==> config.mk <==
export PLATFORM = sky130hd
export DESIGN_NAME = mbc1_bank_mapper_unit
export DESIGN_NICKNAME = d
export VERILOG_FILES = /design/src/hdl/mbc1_pkg.sv /design/src/hdl/mbc1_bank_mapper_unit.sv /design/src/hdl/mbc1_bank_regs.sv /design/src/hdl/mbc1_access_map.sv
export SDC_FILE = /design/constraint.sdc
export NUM_CORES = 1
export LEC_CHECK = 0
export BUFFER_PORTS_ARGS = -buffer_cell sky130_fd_sc_hd__buf_2
export CORE_MARGIN = 2
export CORE_UTILIZATION = 53
export DETAILED_ROUTE_END_ITERATION = 16
export GPL_ROUTABILITY_DRIVEN = 0
export PLACE_DENSITY = 0.88
export SLEW_MARGIN = 25
export SYNTH_ARGS = -nofsm -noshare
export SYNTH_HDL_FRONTEND = slang
export SYNTH_SLANG_ARGS = --single-unit
==> constraint.sdc <==
create_clock -name clk -period 7.19 [get_ports clk]
set_input_delay 0 -clock clk [delete_from_list [all_inputs] [get_ports clk]]
set_output_delay 0 -clock clk [all_outputs]
set_load 0.1 [all_outputs]
==> src/hdl/mbc1_pkg.sv <==
// Shared types and constants for the MBC1 bank mapper.
`default_nettype none

package mbc1_pkg;

  typedef enum logic [2:0] {
    ACT_OPEN   = 3'd0,
    ACT_ROM    = 3'd1,
    ACT_RAM_RD = 3'd2,
    ACT_RAM_WR = 3'd3,
    ACT_ABSORB = 3'd4
  } action_t;

  localparam logic [1:0] CFG_ROM_BANK_BITS = 2'd0;
  localparam logic [1:0] CFG_RAM_BANK_BITS = 2'd1;
  localparam logic [1:0] CFG_RAM_BYTES     = 2'd2;
  localparam logic [1:0] CFG_RAM_PRESENT   = 2'd3;

  localparam logic [1:0] REG_RAM_ENABLE = 2'd0;
  localparam logic [1:0] REG_LOW_BANK   = 2'd1;
  localparam logic [1:0] REG_HIGH_BANK  = 2'd2;
  localparam logic [1:0] REG_MODE       = 2'd3;

  localparam logic [2:0] RAM_WINDOW_TAG = 3'b101;
  localparam logic [3:0] RAM_ENABLE_KEY = 4'hA;

  localparam int ROM_BANK_BITS_W = 3;
  localparam int RAM_BANK_BITS_W = 2;
  localparam int RAM_BYTES_W     = 16;

  typedef struct packed {
    logic        op;
    logic [15:0] address;
    logic [7:0]  write_data;
  } in_item_t;

  typedef struct packed {
    action_t     action;
    logic [20:0] mapped_address;
    logic [7:0]  ram_write_data;
  } out_item_t;

  typedef struct packed {
    logic        ram_enable;
    logic [6:0]  upper_rom_bank;
    logic [6:0]  lower_window_bank;
    logic [1:0]  ram_bank_select;
    logic [15:0] ram_bytes;
  } map_ctx_t;

endpackage

`default_nettype wire

==> src/hdl/mbc1_bank_mapper_unit.sv <==
// Top level of the MBC1 bank mapper: request and result registers around the mapping logic.
//
// The in_ channel carries one bus request (op, address, write_data) with in_valid and
// in_stall; the out_ channel returns one result (action, mapped_address, ram_write_data)
// per request, in order, with out_valid and out_stall. The cfg_ channel writes the four
// configuration registers by index and is always ready; the user must see that it is written
// only while idle, as the block itself does not enforce this. A request taken is held in the
// request register, mapped there against the current bank state, and its result is loaded
// into the result register once that register is free. Throughput is one request per cycle
// while out_stall is low, set by the single mapping stage between the request and result
// registers. Bank register writes take effect for the very next request. While out_stall
// holds a result, one more request is held in the request register, after which in_stall
// rises. The synchronous reset loads the configuration defaults, disables RAM, selects
// bank 1 in mode 0 and empties both registers.
`default_nettype none

module mbc1_bank_mapper_unit
  import mbc1_pkg::*;
(
  input  wire logic                   clk,
  input  wire logic                   rst_n,
  input  wire logic                   in_valid,
  output logic                        in_stall,
  input  wire in_item_t               in_data,
  output logic                        out_valid,
  input  wire logic                   out_stall,
  output out_item_t                   out_data,
  input  wire logic                   cfg_valid,
  output logic                        cfg_ready,
  input  wire logic [1:0]             cfg_index,
  input  wire logic [RAM_BYTES_W-1:0] cfg_data
);

  logic      s1_valid_r;
  in_item_t  s1_data_r;
  logic      out_valid_r;
  out_item_t out_data_r;
  logic      out_free;
  logic      s1_fire;
  logic      in_accept;
  map_ctx_t  ctx;
  out_item_t result;

  assign out_free  = !out_valid_r || !out_stall;
  assign s1_fire   = s1_valid_r && out_free;
  assign in_stall  = s1_valid_r && !out_free;
  assign in_accept = in_valid && !in_stall;
  assign cfg_ready = 1'b1;
  assign out_valid = out_valid_r;
  assign out_data  = out_data_r;

  mbc1_bank_regs u_regs (
    .clk       (clk),
    .rst_n     (rst_n),
    .cfg_we    (cfg_valid && cfg_ready),
    .cfg_index (cfg_index),
    .cfg_data  (cfg_data),
    .upd_en    (s1_fire),
    .item      (s1_data_r),
    .ctx       (ctx)
  );

  mbc1_access_map u_map (
    .item   (s1_data_r),
    .ctx    (ctx),
    .result (result)
  );

  always_ff @(posedge clk) begin
    if (!rst_n) begin
      s1_valid_r  <= 1'b0;
      out_valid_r <= 1'b0;
    end else begin
      if (in_accept) begin
        s1_valid_r <= 1'b1;
      end else if (s1_fire) begin
        s1_valid_r <= 1'b0;
      end
      if (s1_fire) begin
        out_valid_r <= 1'b1;
      end else if (!out_stall) begin
        out_valid_r <= 1'b0;
      end
    end
  end

  always_ff @(posedge clk) begin
    if (in_accept) begin
      s1_data_r <= in_data;
    end
    if (s1_fire) begin
      out_data_r <= result;
    end
  end

  a_fire_fills_output: assert property (@(posedge clk) disable iff (!rst_n)
    s1_fire |=> out_valid_r)
    else $error("A mapped request did not reach the result register.");

  a_stall_needs_held_request: assert property (@(posedge clk) disable iff (!rst_n)
    in_stall |-> (s1_valid_r && out_valid_r && out_stall))
    else $error("Input stalled without a held request.");

  a_wdata_only_on_ram_write: assert property (@(posedge clk) disable iff (!rst_n)
    (out_valid_r && out_data_r.action != ACT_RAM_WR) |-> out_data_r.ram_write_data == 8'd0)
    else $error("Write data present on a result that is not a RAM write.");

  a_no_address_when_unmapped: assert property (@(posedge clk) disable iff (!rst_n)
    (out_valid_r && (out_data_r.action == ACT_OPEN || out_data_r.action == ACT_ABSORB))
      |-> out_data_r.mapped_address == 21'd0)
    else $error("Open bus or absorbed result carries an address.");

endmodule

`default_nettype wire

==> src/hdl/mbc1_bank_regs.sv <==
// Configuration and bank registers with the derived bank selections.
`default_nettype none

module mbc1_bank_regs
  import mbc1_pkg::*;
(
  input  wire logic                       clk,
  input  wire logic                       rst_n,
  input  wire logic                       cfg_we,
  input  wire logic [1:0]                 cfg_index,
  input  wire logic [RAM_BYTES_W-1:0]     cfg_data,
  input  wire logic                       upd_en,
  input  wire in_item_t                   item,
  output map_ctx_t                        ctx
);

  logic [ROM_BANK_BITS_W-1:0] rom_bank_bits_r;
  logic [RAM_BANK_BITS_W-1:0] ram_bank_bits_r;
  logic [RAM_BYTES_W-1:0]     ram_bytes_r;
  logic                       ram_present_r;
  logic                       ram_enable_r;
  logic [4:0]                 low_bank_r;
  logic [1:0]                 high_bank_r;
  logic                       mode_r;
  logic                       reg_write;
  logic [6:0]                 rmask;
  logic [1:0]                 amask;
  logic [6:0]                 high_shifted;

  assign reg_write = upd_en && item.op && !item.address[15];

  always_ff @(posedge clk) begin
    if (!rst_n) begin
      rom_bank_bits_r <= 3'd7;
      ram_bank_bits_r <= 2'd2;
      ram_bytes_r     <= 16'd32768;
      ram_present_r   <= 1'b1;
      ram_enable_r    <= 1'b0;
      low_bank_r      <= 5'd1;
      high_bank_r     <= 2'd0;
      mode_r          <= 1'b0;
    end else begin
      if (cfg_we) begin
        case (cfg_index)
          CFG_ROM_BANK_BITS: rom_bank_bits_r <= cfg_data[ROM_BANK_BITS_W-1:0];
          CFG_RAM_BANK_BITS: ram_bank_bits_r <= cfg_data[RAM_BANK_BITS_W-1:0];
          CFG_RAM_BYTES:     ram_bytes_r     <= cfg_data;
          CFG_RAM_PRESENT:   ram_present_r   <= cfg_data[0];
          default:           ram_present_r   <= ram_present_r;
        endcase
      end
      if (reg_write) begin
        case (item.address[14:13])
          REG_RAM_ENABLE: begin
            ram_enable_r <= (item.write_data[3:0] == RAM_ENABLE_KEY) && ram_present_r;
          end
          REG_LOW_BANK: begin
            low_bank_r <= (item.write_data[4:0] == 5'd0) ? 5'd1 : item.write_data[4:0];
          end
          REG_HIGH_BANK: high_bank_r <= item.write_data[1:0];
          REG_MODE:      mode_r      <= item.write_data[0];
          default:       mode_r      <= mode_r;
        endcase
      end
    end
  end

  always_comb begin
    rmask        = 7'((8'd1 << rom_bank_bits_r) - 8'd1);
    amask        = 2'((3'd1 << ram_bank_bits_r) - 3'd1);
    high_shifted = {high_bank_r, 5'd0};
    ctx.ram_enable        = ram_enable_r;
    ctx.upper_rom_bank    = {high_bank_r, low_bank_r} & rmask;
    ctx.lower_window_bank = mode_r ? (high_shifted & rmask) : 7'd0;
    ctx.ram_bank_select   = mode_r ? (high_bank_r & amask) : 2'd0;
    ctx.ram_bytes         = ram_bytes_r;
  end

endmodule

`default_nettype wire

==> src/hdl/mbc1_access_map.sv <==
// Address decode and bank mapping of one bus request.
`default_nettype none

module mbc1_access_map
  import mbc1_pkg::*;
(
  input  wire in_item_t  item,
  input  wire map_ctx_t  ctx,
  output out_item_t      result
);

  logic [14:0] ram_off;

  always_comb begin
    ram_off = {ctx.ram_bank_select, item.address[12:0]};
    result.action         = item.op ? ACT_ABSORB : ACT_OPEN;
    result.mapped_address = 21'd0;
    result.ram_write_data = 8'd0;
    if (item.address[15:13] == RAM_WINDOW_TAG) begin
      if (ctx.ram_enable && ({1'b0, ram_off} < ctx.ram_bytes)) begin
        result.mapped_address = {6'd0, ram_off};
        if (item.op) begin
          result.action         = ACT_RAM_WR;
          result.ram_write_data = item.write_data;
        end else begin
          result.action = ACT_RAM_RD;
        end
      end
    end else if (!item.op) begin
      case (item.address[15:14])
        2'b00: begin
          result.action         = ACT_ROM;
          result.mapped_address = {ctx.lower_window_bank, item.address[13:0]};
        end
        2'b01: begin
          result.action         = ACT_ROM;
          result.mapped_address = {ctx.upper_rom_bank, item.address[13:0]};
        end
        default: result.action = ACT_OPEN;
      endcase
    end
  end

endmodule

`default_nettype wire

# Yosys cells after proc, flatten, opt, wreduce, memory -nomap -nowiden
# Index checks and enable logic that the tools add are counted.
# totals
ff_bits	90
word_cells	77
inputBits	48
# op_classes
eq_ne	10
shift	2
order_cmp	1
bitwise_logic	3
muxes	15
add_sub_neg	2
reduce_logical	28
# op_table
operator	n
$mux W24	2
$pmux W21 S2	1
$mux W32	1
$lt A15 B16 Y1	1
$reduce_and A2 Y1	8
$and A7 B7 Y7	2
$eq A2 B2 Y1 const B	4
$mux W8	1
$logic_and A1 B1 Y1	7
$mux W7	1
$shl A1 B3 Y7 const A	1
$sub A7 B1 Y7 const B	1
$eq A2 B1 Y1 const B	3
$logic_not A2 Y1	3
$mux W1	6
$logic_not A1 Y1	5
$logic_not A5 Y1	1
$mux W5	1
$eq A4 B4 Y1 const B	1
$eq A3 B3 Y1 const B	1
$mux W3	1
$reduce_and A3 Y1	1
$and A2 B2 Y2	1
$mux W2	1
other kinds (6)	6

# Longest topological paths before layout
# logic_depth
ltp_word	8
depth_mapped	9

# Modules after synthesis
# Synthesis repeated with hierarchy kept, for this count alone.
# unflattened
hier_cells	378
hier_area_um2	4184.0
# by_module_without_submodules
module	area_per_inst_um2	seq_area_each_um2	cells_per_inst	instances
mbc1_bank_mapper_unit	1806.7	1751.7	67	1
mbc1_bank_regs	1382.6	620.6	157	1
mbc1_access_map	994.7	0.0	154	1

# Worst setup path before layout
# OpenSTA, ideal clock, no wires.
# synth_path
kind	register to register
from	reg out_valid_r, in the netlist out_valid
to	reg u_regs.ram_enable_r
period_less_slack_ns	4.216
t_arrival_ns	4.141
setup_slack_ns	2.974
path_buffers	0
path_stages_with_launch	6
path_cell_list	dfxtp_1 > a21boi_0 > and3b_1 > nand2_1 > or3_1 > a21boi_0
# synth_between
elab_chain_len	6
# synth_lines
element	line_no	text
start, declared	mbc1_bank_mapper_unit.sv:36	logic out_valid_r;
start signal, assigned	mbc1_bank_mapper_unit.sv:72	out_valid_r <= 1'b0;
start signal, assigned	mbc1_bank_mapper_unit.sv:80	out_valid_r <= 1'b1;
start signal, assigned	mbc1_bank_mapper_unit.sv:82	out_valid_r <= 1'b0;
$logic_not A1 Y1	mbc1_bank_mapper_unit.sv:44	assign out_free = !out_valid_r || !out_stall;
$logic_or A1 B1 Y1	mbc1_bank_mapper_unit.sv:44	
$logic_and A1 B1 Y1	mbc1_bank_mapper_unit.sv:45	assign s1_fire = s1_valid_r && out_free;
via s1_fire	mbc1_bank_mapper_unit.sv:39	logic s1_fire;
$logic_and A1 B1 Y1 (2 in series)	mbc1_bank_regs.sv:30	assign reg_write = upd_en && item.op && !item.address[15];
$reduce_and A2 Y1 (no source line)	-	
end signal, assigned	mbc1_bank_regs.sv:55	ram_enable_r <= (item.write_data[3:0] == RAM_ENABLE_KEY) && ram_present_r;
end, declared	mbc1_bank_regs.sv:21	logic ram_enable_r;
# The timed path passes the listed nets, and every way through them passes these cells.
# A chain may end at the register's enable or synchronous reset.

# Final worst setup path
# layout_path
from	reg s1_data_r[18] (netlist bit)
to	reg out_data_r (netlist bit out_data[0]), data pin
# layout_between
elab_chain_len	3
# layout_lines
element	line_no	text
start, declared	mbc1_bank_mapper_unit.sv:35	in_item_t s1_data_r;
start signal, assigned	mbc1_bank_mapper_unit.sv:89	s1_data_r <= in_data;
$lt A15 B16 Y1	mbc1_access_map.sv:20	if (ctx.ram_enable && ({1'b0, ram_off} < ctx.ram_bytes)) begin
$logic_and A1 B1 Y1	mbc1_access_map.sv:20	
$reduce_and A3 Y1 (no source line)	-	
end signal, assigned	mbc1_bank_mapper_unit.sv:92	out_data_r <= result;
end, declared	mbc1_bank_mapper_unit.sv:37	out_item_t out_data_r;
# No other way between the ends.

==> results_dict.tcl <==
set metrics [dict create \
    ios 83 \
    layout-drive-gt1-share 0.235 \
    rr_worst_depth 5 \
    p_seq_frac 0.542 \
    die_h_um 88.5 \
    place_inst 480 \
    fin_crit_sh 0.395 \
    fp.dieW_um 88.5 \
    synthTopCellsByCount "edfxtp_1, nand2_1, dfxtp_1" \
    cp.buffers_inverters 0 \
    core_area_sq_um 6830 \
    dpl_cell_area_sq_um 4280 \
    synth.cell_area_sq_um 3780 \
    synthTopCellsByArea "edfxtp_1, dfxtp_1, ha_1, nand2_1, mux2i_1" \
    wl_per_cell_um 15.7 \
    clkSinkCount 90 \
    drt-initial-drc-count 146 \
    worstPathArrival_ns 2.95 \
    grt_pass1_wl_um 12900 \
    drt-total-wl_um 8500 \
    tns_ns 0 \
    async_flop_share 0 \
    synth_top_area_frac 0.453 \
    startpoint_type "flop" \
    grt_pass1_vias 2675 \
    drcViolationCount 0 \
    grt_overflow 0 \
    r2r_start "s1_data_r[18]$_DFFE_PP_" \
    rsz0062_at_grt "false" \
    cts_setup_buffers 0 \
    slowest_delay_ns 0.89 \
    final.min_clock_period_ns 2.84 \
    grt_max_degree 34 \
    min-delay-start "cfg_index[1]" \
    cts_root_buf "clkbuf_8" \
    final_util 0.718 \
    worst-setup-path-type "reg2reg" \
    path_cells "ha_1, nand4_1, a2111oi_0, o31a_1, and3b_1" \
    synth_seq_cells 90 \
    grt_usage 0.227 \
    setup_ws_ns 4.35 \
    synth_cells 313 \
    p_int_uw 781 \
    ys_warn_count 0 \
    syn_area_per_cell_sq_um 12.1 \
    slew_viol_final 0 \
    cap_violations 0 \
    powerDensity_nw_per_um2 220 \
    yosysSeqAreaShare 0.627 \
    fill_cells 481 \
    area_growth_pct 29.8 \
    crit_fanout 13 \
    setup_viol 0 \
    clk_latency_ns 0.36 \
    fin_nets 501 \
    synth_largest_area_cell "edfxtp_1" \
    ir_drop_uv 138 \
    power.switching_uw 298 \
    relSlewSlack 0.312 \
    r2r_slack_ns 4.35 \
    swShare 0.276 \
    layoutNonFillerInstCount 540 \
    antenna_found_initial 1 \
    crit_start "s1_data_r[18]$_DFFE_PP_" \
    viasPerCell 5.17 \
    fmax_mhz 352 \
    min_path_type "in2reg" \
    first_pass_iters 4 \
    synth_fp_nets 376 \
    initial_core_util 0.553 \
    clk_pin_slew_ns 0.09 \
    clock_power_share 0.315 \
    dp_slack_ns 4.59 \
    yosysUniqueCellTypes 41 \
    skew_ns 0.0148 \
    h-tree-depth 3 \
    hold_viol 0 \
    end_kind "flop" \
    synth_flop_cell "edfxtp_1" \
    cts_tree "done" \
    leakagePower_nw 2.00 \
    ant_nets 0 \
    cts_buffer_depth 2 \
    yosysMostFrequentCell "edfxtp_1" \
    critPathRequiredTime_ns 7.30 \
    status "completed" \
    finalPower_mw 1.08 \
    dr_total_vias 2793 \
    synth_edf_count 57 \
    tightestPinTransition_ns 1.01 \
    whs_path_depth 4 \
    pwr-share-comb 0.143 \
    worstReg2RegEnd "out_data[0]$_SDFFCE_PN0P_" \
    crit_slowest_cell "a2111oi_0" \
    num_rows 30 \
    cp-endpoint "out_data[0]$_SDFFCE_PN0P_" \
    path_depth 5 \
    hold_slack_ns 0.00264 \
    portBuffers 81 \
    post-dp-hpwl_um 5070 \
    worst_path_dominant_cell_family "compound AO/OA/AOI/OAI gates" \
    die-area_sq_um 7830 \
    cts_made_buffers 9 \
    fin_area_sq_um 4910 \
]
worst min path at each step:
stage	to	slack, ns
6_report	u_regs.ram_present_r$_SDFFE_PN1P_	0.003
5_1_grt	u_regs.ram_present_r$_SDFFE_PN1P_	0.05
4_1_cts	u_regs.ram_present_r$_SDFFE_PN1P_	0.001
3_5_place_dp	s1_data_r[8]$_DFFE_PP_	0.18
3_3_place_gp	s1_data_r[1]$_DFFE_PP_	0.18
2_1_floorplan	s1_data_r[0]$_DFFE_PP_	0.1
repair_timing:
item | 4_1_cts | 5_1_grt
hold buffers | 43 | 0
endpoints found under the setup margin | 0 | 0
hold endpoints to repair | 49 | 0
resized for setup | 0 | 0
registers in the layout (all words and copies together), names as in the netlist:
register                flops
u_regs.ram_bytes_r         16
u_regs.high_bank_r          2
u_regs.ram_bank_bits_r      2
u_regs.ram_enable_r         1
s1_data_r                  25
u_regs.low_bank_r           5
out_valid                   1
out_data                   32
u_regs.mode_r               1
u_regs.ram_present_r        1
s1_valid_r                  1
u_regs.rom_bank_bits_r      3
tightest hold or removal path: stages:
cell,delay [ns]
buf_2,0.11
nand3_1,0.08
mux2i_1,0.07
nand2_1,0.06
cells by family after synthesis:
group	Yosys count	synth area share
AND/OR/NAND/NOR	119	0.168
multiplexers	14	0.0371
adder cells (fa/ha/maj)	15	0.0496
other	1	0.000992
AO/OA/AOI/OAI	41	0.0781
XOR/XNOR	2	0.00463
buffers and inverters	31	0.0341
flip-flops	90	0.627
layout make-up:
| cell class | instances | area [sq um] | area share |
|---|---|---|---|
| tap | 96 | 120 | 0.0245 |
| clock inverter | 6 | 67.6 | 0.0138 |
| antenna | 1 | 2.50 | 0.000510 |
| timing repair buffer | 126 | 851 | 0.173 |
| multi-input combinational | 192 | 1300 | 0.264 |
| sequential | 90 | 2370 | 0.483 |
| inverter | 19 | 71.3 | 0.0145 |
| clock buffer | 10 | 128 | 0.0260 |
cells in the final DEF, fill, tap and decap left out, types with 2 or more instances in the layout:
cell type,count
a2111oi_0,2
a21boi_0,16
a21o_1,2
a21oi_1,6
and2_1,14
and3_1,2
and3b_1,10
buf_2,81
buf_4,2
clkbuf_8,9
clkinv_4,2
clkinvlp_4,2
dfxtp_1,33
dlygate4sd3_1,43
edfxtp_1,57
ha_1,15
inv_1,19
mux2i_1,14
nand2_1,47
nand2b_1,2
nand3_1,6
nand3b_1,2
nand4_1,3
nor2_1,8
nor2b_1,10
nor2b_2,2
nor3b_1,6
o211ai_1,2
o21ai_0,6
or3_1,2
layer usage:
metal / wire, um / GRT usage
met2: 4250 / 0.394
met1: 3410 / 0.265
met4: 388 / 0.110
met3: 449 / 0.0541
met5: 0 / 0
power by group through the flow:
| stage | Combinational, mW | Sequential, mW | Clock [mW] |
|---|---|---|---|
| after floorplan | 0.0387 | 0.655 | 0 |
| after global placement | 0.130 | 0.595 | 0 |
| after detailed placement | 0.133 | 0.596 | 0 |
| after CTS | 0.151 | 0.584 | 0.337 |
| after global routing | 0.163 | 0.588 | 0.360 |
| final | 0.154 | 0.585 | 0.340 |
Note: power is estimated with default switching activity, not from simulation.
